--- src/hw/rtl/smnt_pkg.sv ---
// Package for the MD tag and NM edit distance generator.
// Holds the column and token payload types, the operation and token codes,
// and the output queue sizing. No dependencies.
package smnt_pkg;

  localparam int BASE_BITS = 8;
  localparam int VALUE_BITS = 20;
  localparam logic [VALUE_BITS-1:0] FIELD_MAX = '1;

  localparam logic [2:0] OP_COMPARE  = 3'd0;
  localparam logic [2:0] OP_EQUAL    = 3'd1;
  localparam logic [2:0] OP_DIFF     = 3'd2;
  localparam logic [2:0] OP_DELETION = 3'd3;
  localparam logic [2:0] OP_INSERT   = 3'd4;

  localparam logic [1:0] TOK_COUNT    = 2'd0;
  localparam logic [1:0] TOK_MISMATCH = 2'd1;
  localparam logic [1:0] TOK_DELMARK  = 2'd2;
  localparam logic [1:0] TOK_DELBASE  = 2'd3;

  localparam int MAX_TOKENS = 4;
  localparam int TOKEN_NUM_BITS = 3;
  localparam int QUEUE_DEPTH = 8;
  localparam int PTR_BITS = 3;
  localparam int FILL_BITS = PTR_BITS + 1;

  typedef struct packed {
    logic [2:0]           op_kind;
    logic                 op_start;
    logic [BASE_BITS-1:0] query_base;
    logic [BASE_BITS-1:0] ref_base;
    logic                 end_of_alignment;
  } column_t;

  typedef struct packed {
    logic [1:0]            token_kind;
    logic [VALUE_BITS-1:0] token_value;
    logic [VALUE_BITS-1:0] edit_distance;
    logic                  last;
  } token_t;

endpackage

--- src/hw/rtl/sam_md_nm_tag_generator.sv ---
// Top level of the MD tag and NM edit distance generator.
// Depends on smnt_pkg for the payload types, codes and queue sizing.
//
// Usage:
//   The in channel takes one alignment column per item (column_t). The out
//   channel gives MD tokens (token_t), one per item, in order. A column
//   yields zero to four tokens; the final column of an alignment always
//   closes with a count token that carries the NM total and last set.
//   Tokens computed for a column are written into an eight-entry output
//   queue at the edge where the column is accepted, so they are queued in
//   the next cycle; the queue drains one token per cycle while out_ready is
//   high. in_ready is high whenever the queue has room for four tokens, so
//   a column can be accepted in every cycle while out_ready keeps the queue
//   drained; the sustained rate is one column per cycle, limited by the
//   single read port of the queue when columns yield more than one token.
//   When the receiver stalls, the queue fills and in_ready drops until four
//   entries are free again; out_data holds steady while out_valid waits.
//   Reset empties the queue and clears the run and edit counters.
module sam_md_nm_tag_generator
  import smnt_pkg::*;
#(
  parameter int COUNT_BITS = 20
) (
  input  logic    clk,
  input  logic    rst,
  input  logic    in_valid,
  output logic    in_ready,
  input  column_t in_data,
  output logic    out_valid,
  input  logic    out_ready,
  output token_t  out_data
);

  localparam int WIDE_BITS = (COUNT_BITS > VALUE_BITS) ? COUNT_BITS : VALUE_BITS;

  logic [COUNT_BITS-1:0] match_run;
  logic [COUNT_BITS-1:0] edit_count;
  logic [COUNT_BITS-1:0] run_mid;
  logic [COUNT_BITS-1:0] edit_mid;

  token_t                    queue [QUEUE_DEPTH];
  logic [PTR_BITS-1:0]       wr_ptr;
  logic [PTR_BITS-1:0]       rd_ptr;
  logic [FILL_BITS-1:0]      fill;
  logic [FILL_BITS-1:0]      fill_next;

  token_t                    tok [MAX_TOKENS];
  logic [TOKEN_NUM_BITS-1:0] tok_num;
  logic [TOKEN_NUM_BITS-1:0] push_num;
  logic                      push;
  logic                      pop;
  logic                      bases_equal;
  logic [BASE_BITS-1:0]      ref_upper;
  logic [VALUE_BITS-1:0]     run_field;
  logic [VALUE_BITS-1:0]     run_mid_field;
  logic [VALUE_BITS-1:0]     edit_mid_field;

  function automatic logic [COUNT_BITS-1:0] sat_inc(input logic [COUNT_BITS-1:0] v);
    return (&v) ? v : v + COUNT_BITS'(1);
  endfunction

  function automatic logic [VALUE_BITS-1:0] clamp_field(input logic [COUNT_BITS-1:0] v);
    logic [WIDE_BITS-1:0] w;
    w = WIDE_BITS'(v);
    return (w > WIDE_BITS'(FIELD_MAX)) ? FIELD_MAX : w[VALUE_BITS-1:0];
  endfunction

  assign in_ready  = (fill <= FILL_BITS'(QUEUE_DEPTH - MAX_TOKENS));
  assign push      = in_valid && in_ready;
  assign out_valid = (fill != '0);
  assign pop       = out_valid && out_ready;
  assign out_data  = queue[rd_ptr];

  assign bases_equal = (in_data.query_base == in_data.ref_base);
  assign ref_upper   = (in_data.ref_base >= 8'h61 && in_data.ref_base <= 8'h7A) ?
                       in_data.ref_base - 8'h20 : in_data.ref_base;
  assign run_field      = clamp_field(match_run);
  assign run_mid_field  = clamp_field(run_mid);
  assign edit_mid_field = clamp_field(edit_mid);

  always_comb begin
    run_mid  = match_run;
    edit_mid = edit_count;
    tok_num  = '0;
    for (int i = 0; i < MAX_TOKENS; i++) begin
      tok[i] = '0;
    end
    unique case (in_data.op_kind)
      OP_COMPARE, OP_DIFF: begin
        if (in_data.op_kind == OP_COMPARE && bases_equal) begin
          run_mid = sat_inc(match_run);
        end else begin
          tok[0].token_kind  = TOK_COUNT;
          tok[0].token_value = run_field;
          tok[1].token_kind  = TOK_MISMATCH;
          tok[1].token_value = VALUE_BITS'(ref_upper);
          tok_num  = TOKEN_NUM_BITS'(2);
          run_mid  = '0;
          edit_mid = sat_inc(edit_count);
        end
      end
      OP_EQUAL: begin
        run_mid = sat_inc(match_run);
      end
      OP_DELETION: begin
        if (in_data.op_start) begin
          tok[0].token_kind  = TOK_COUNT;
          tok[0].token_value = run_field;
          tok[1].token_kind  = TOK_DELMARK;
          tok[2].token_kind  = TOK_DELBASE;
          tok[2].token_value = VALUE_BITS'(in_data.ref_base);
          tok_num = TOKEN_NUM_BITS'(3);
          run_mid = '0;
        end else begin
          tok[0].token_kind  = TOK_DELBASE;
          tok[0].token_value = VALUE_BITS'(in_data.ref_base);
          tok_num = TOKEN_NUM_BITS'(1);
        end
        edit_mid = sat_inc(edit_count);
      end
      OP_INSERT: begin
        edit_mid = sat_inc(edit_count);
      end
      default: begin
      end
    endcase
    if (in_data.end_of_alignment) begin
      tok[tok_num[1:0]].token_kind    = TOK_COUNT;
      tok[tok_num[1:0]].token_value   = run_mid_field;
      tok[tok_num[1:0]].edit_distance = edit_mid_field;
      tok[tok_num[1:0]].last          = 1'b1;
      tok_num = tok_num + TOKEN_NUM_BITS'(1);
    end
  end

  assign push_num  = push ? tok_num : '0;
  assign fill_next = fill + FILL_BITS'(push_num) - FILL_BITS'(pop);

  always_ff @(posedge clk) begin
    if (rst) begin
      match_run  <= '0;
      edit_count <= '0;
      wr_ptr     <= '0;
      rd_ptr     <= '0;
      fill       <= '0;
    end else begin
      if (push) begin
        match_run  <= in_data.end_of_alignment ? '0 : run_mid;
        edit_count <= in_data.end_of_alignment ? '0 : edit_mid;
        wr_ptr     <= wr_ptr + PTR_BITS'(tok_num);
      end
      if (pop) begin
        rd_ptr <= rd_ptr + PTR_BITS'(1);
      end
      fill <= fill_next;
    end
  end

  always_ff @(posedge clk) begin
    if (push) begin
      for (int i = 0; i < MAX_TOKENS; i++) begin
        if (TOKEN_NUM_BITS'(i) < tok_num) begin
          queue[wr_ptr + PTR_BITS'(i)] <= tok[i];
        end
      end
    end
  end

  a_fill_bound: assert property (@(posedge clk) disable iff (rst)
    fill <= FILL_BITS'(QUEUE_DEPTH))
    else $error("output queue fill above its depth");

  a_end_clears: assert property (@(posedge clk) disable iff (rst)
    (in_valid && in_ready && in_data.end_of_alignment) |=>
      (match_run == '0 && edit_count == '0))
    else $error("counters not cleared after the final column");

  a_pop_only: assert property (@(posedge clk) disable iff (rst)
    (out_valid && out_ready && !(in_valid && in_ready)) |=>
      (fill == $past(fill) - FILL_BITS'(1)))
    else $error("queue fill did not drop by one on a lone read");

  a_end_pushes: assert property (@(posedge clk) disable iff (rst)
    (in_valid && in_ready && in_data.end_of_alignment && !(out_valid && out_ready)) |=>
      (fill > $past(fill)))
    else $error("final column wrote no closing token");

endmodule
--- config.mk ---
export PLATFORM = sky130hd
export DESIGN_NAME = sam_md_nm_tag_generator
export DESIGN_NICKNAME = d
export VERILOG_FILES = /design/src/hw/rtl/smnt_pkg.sv /design/src/hw/rtl/sam_md_nm_tag_generator.sv
export SDC_FILE = /design/constraint.sdc
export NUM_CORES = 1
export LEC_CHECK = 0
export BUFFER_PORTS_ARGS = -buffer_cell sky130_fd_sc_hd__buf_2
export CAP_MARGIN = 30
export CORE_MARGIN = 5
export CORE_UTILIZATION = 40
export DETAILED_ROUTE_END_ITERATION = 16
export GPL_ROUTABILITY_DRIVEN = 1
export SYNTH_ARGS = -nofsm -noshare
export SYNTH_HDL_FRONTEND = slang
export SYNTH_SLANG_ARGS = --single-unit
--- constraint.sdc ---
create_clock -name clk -period 8.17 [get_ports clk]
set_input_delay 1.634 -clock clk [delete_from_list [all_inputs] [get_ports clk]]
set_output_delay 1.634 -clock clk [all_outputs]
set_load 0.03 [all_outputs]
==> run summary <==
Final Net Count = 1,999
Number of library cell types mapped by synthesis = 85
Reg power frac = 40.5%
Row cnt = 85
Avg WL per Cell = 28.6 um
Yosys warns = 0
Drt drc = 0
Fin Clk Skew = 28.7 ps
Met2 GRT Util = 41.6%
Share of cells above drive strength 1 = 20.7%
Final instance area = 24,500 um2
Sequence of cells on the critical path = buf_2, nand4b_1, nand2_1, nand2_1, inv_1, ha_1, and2_1, nand3_1, nor2_1, nor2_1, o21ai_4, buf_4
P_leak = 8.07 nW
Status = complete, no violations
CP delay by family, top = simple AND/OR/NAND/NOR gates
Number of routed nets with antenna violations = 0
Synth Register Bits = 397
H-tree levels = 2
CP peak stage delay = 860 ps
Crit Path Max Fanout = 43
CP max stage cell = nor2_1
Cell taking the most area after synthesis = edfxtp_1
Switch share = 32.6%
IO Port Bufs = 69
Pwr Density = 250 nW/um2
Reg2Reg Capture Point = queue[2][40]
Cell Area, Placed = 23,100 um2
Global-route wire length before repair = 113,000 um
Worst EP required = 8380 ps
Post-synthesis sequential area ratio = 52.2%
Min-Delay Path Class = flip-flop to flip-flop
Crit end category = flip-flop
Critical path arrival = 6190 ps
Overflow after GRT = 0
DRT Pass-1 Iters = 6
Area contributors post-synth = edfxtp_1 (47%), mux4_2 (8.9%), dfxtp_1 (4.9%)
Reg2Reg Depth = 8
Final setup vio count = 0
Die Footprint = 59,300 um2
M3 GR Usage = 4.04%
Final wirelength = 76,700 um
Gr busiest metal = met2
Main flop type after synthesis = edfxtp_1
Global placement routability congestion = 0.971
Syn nets = 1,965
Initial antenna violation count = 0
CTS resizes = 0
Final period util = 73.2%
Tot GR Track Use = 25.0%
Setup crit start kind = primary input
Post-synth top cells = edfxtp_1 (344), nor2_1 (273), nand2_1 (133)
CP bufs+invs = 3
Avg Vias per Cell = 6.52
Logic pwr share = 28.1%
Vias = 17,500
Ys async rst share = 0%
Chip height = 244 um
Post-CTS setup buffer count = 0
CTS Sinks = 397
Pint = 0.00414 W
Worst slew pin tran = 1170 ps
Setup TNS = 0 ps
Reg2Reg Setup Slack = 3840 ps
VDD IR-drop max = 0.000202 V
DP HPWL = 52,300 um
Number of diodes = 0
CTS buffer count = 45
Pin count of the biggest net entering global routing = 53
Worst hold path depth = 2
Synthesized area = 21,800 um2
Clk pwr share = 31.4%
Clock period minus worst slack = 5980 ps
# hold bufs at CTS = 0
Clock-pin slew on the worst setup and hold paths = 60 ps
Mapped Cells = 1,921
Initial Util = 40.5%
Worst slew margin = 22.0%
Final hold violation count = 0
Chip Width = 244 um
Number of global-route vias before repair = 17,100
CP Class = primary input to flip-flop
Net Sw Power = 0.00200 W
CTS tree = done
Mean Syn Cell Area = 11.4 um2
Io pins = 70
CTS root buf = clkbuf_16
Routing usage on met1 = 33.5%
R2R Path Start = wr_ptr[0]
Max_cap viols = 0
RSZ-0062 raised after global routing = no
DR iter-0 viols = 2,096
Worst Hold Launch = rd_ptr[1]
Slew Limit Fails = 0
Area Overhead vs Synth = 12.4%
Clk buf depth = 3
Core area = 53,900 um2
Number of synthesized flops with an enable pin = 344
Area fraction of the dominant cell type after synthesis = 47.3%
Peak Freq = 0.167 GHz
Most common cell in the synthesized netlist = edfxtp_1
Clock latency on the worst-skew pair = 590 ps
registers in the layout, summed over array words and instances, names as in the netlist, named ones only:
signal / cells
edit_count: 20
fill: 4
match_run: 20
queue: 344
rd_ptr: 3
wr_ptr: 3
worst reg2reg max path, stage by stage (launching register included):
cell and delay [ps]:
dfxtp_1 670, inv_1 190, ha_1 260, xor2_1 720
nand3_1 270, nor2_1 860, nor2_1 300, o21ai_4 110
buf_4 530
logic make-up (layout without fill, tap and decap cells):
logic type               after synthesis  count (layout)  synth area share (%)
adder cells (fa/ha/maj)               19              19                  1.16
flip-flops                           397             397                  52.2
multiplexers                         159             159                  12.5
AO/OA/AOI/OAI                        497             497                  16.1
XOR/XNOR                              22              22                 0.883
buffers and inverters                188             258                  3.63
AND/OR/NAND/NOR                      639             639                  13.5
final cells by class:
type                            count  area (um2)
Clock buffer                       58        1200
Clock inverter                     25         199
Fill cell                        5000       29400
Inverter                           40         150
Multi-Input combinational cell   1336        9800
Sequential cell                   397       11400
Tap cell                          696         871
Timing Repair Buffer              135         913
power groups by stage:
| stage | logic (W) | registers, W | clock network [W] |
|---|---|---|---|
| 6_report | 0.00173 | 0.00249 | 0.00193 |
| 5_1_grt | 0.00183 | 0.00251 | 0.00204 |
| 4_1_cts | 0.00174 | 0.00249 | 0.00195 |
| 3_5_place_dp | 0.00173 | 0.00253 | 0 |
| 3_3_place_gp | 0.00172 | 0.00253 | 0 |
| 2_1_floorplan | 0.00124 | 0.00247 | 0 |
worst max-delay path by stage:
stage	endpoint	slack, ps	start	cells past startpoint
global route	queue[2][38]	1900	in_data[17]	12
detailed placement	queue[7][34]	1700	in_data[17]	12
floorplan	queue[4][0]	1060	in_data[18]	13
CTS	queue[7][26]	2300	in_data[17]	12
global placement	queue[2][0]	1680	in_data[17]	10
finish	queue[2][40]	2190	in_data[17]	12
metal layers:
layer / vias to the layer above / wire, um / part of all wire (%)
met3: 199 / 6120 / 8.0
met1: 8773 / 31200 / 41
met5: - / 0 / 0
met2: 992 / 36500 / 48
li1: 7567 / - / -
met4: 0 / 2960 / 3.9
through the flow:
step	worst slack (ps)	util, %	std cells	total power [W]	hold slack (ps)
finish	2190	45.5	2687	0.00614	478
floorplan	1060	-	1921	0.00371	454
CTS	2300	45.4	2684	0.00619	475
global placement	1680	42.6	2589	0.00425	459
global route	1900	45.5	2687	0.00638	506
detailed placement	1700	42.8	2601	0.00427	466
cell usage in the layout, fill, tap and decap left out, drive strengths merged, types with 38 or more instances in the layout:
master	count
o21ai	77
a22oi	47
nand2	133
o22ai	123
mux2	43
clkbuf	58
buf	135
nor2	282
nand3	38
a21oi	67
mux4	86
edfxtp	344
dfxtp	53
inv	41
nor3	47
No activity file was read; power rests on OpenSTA's default activity.
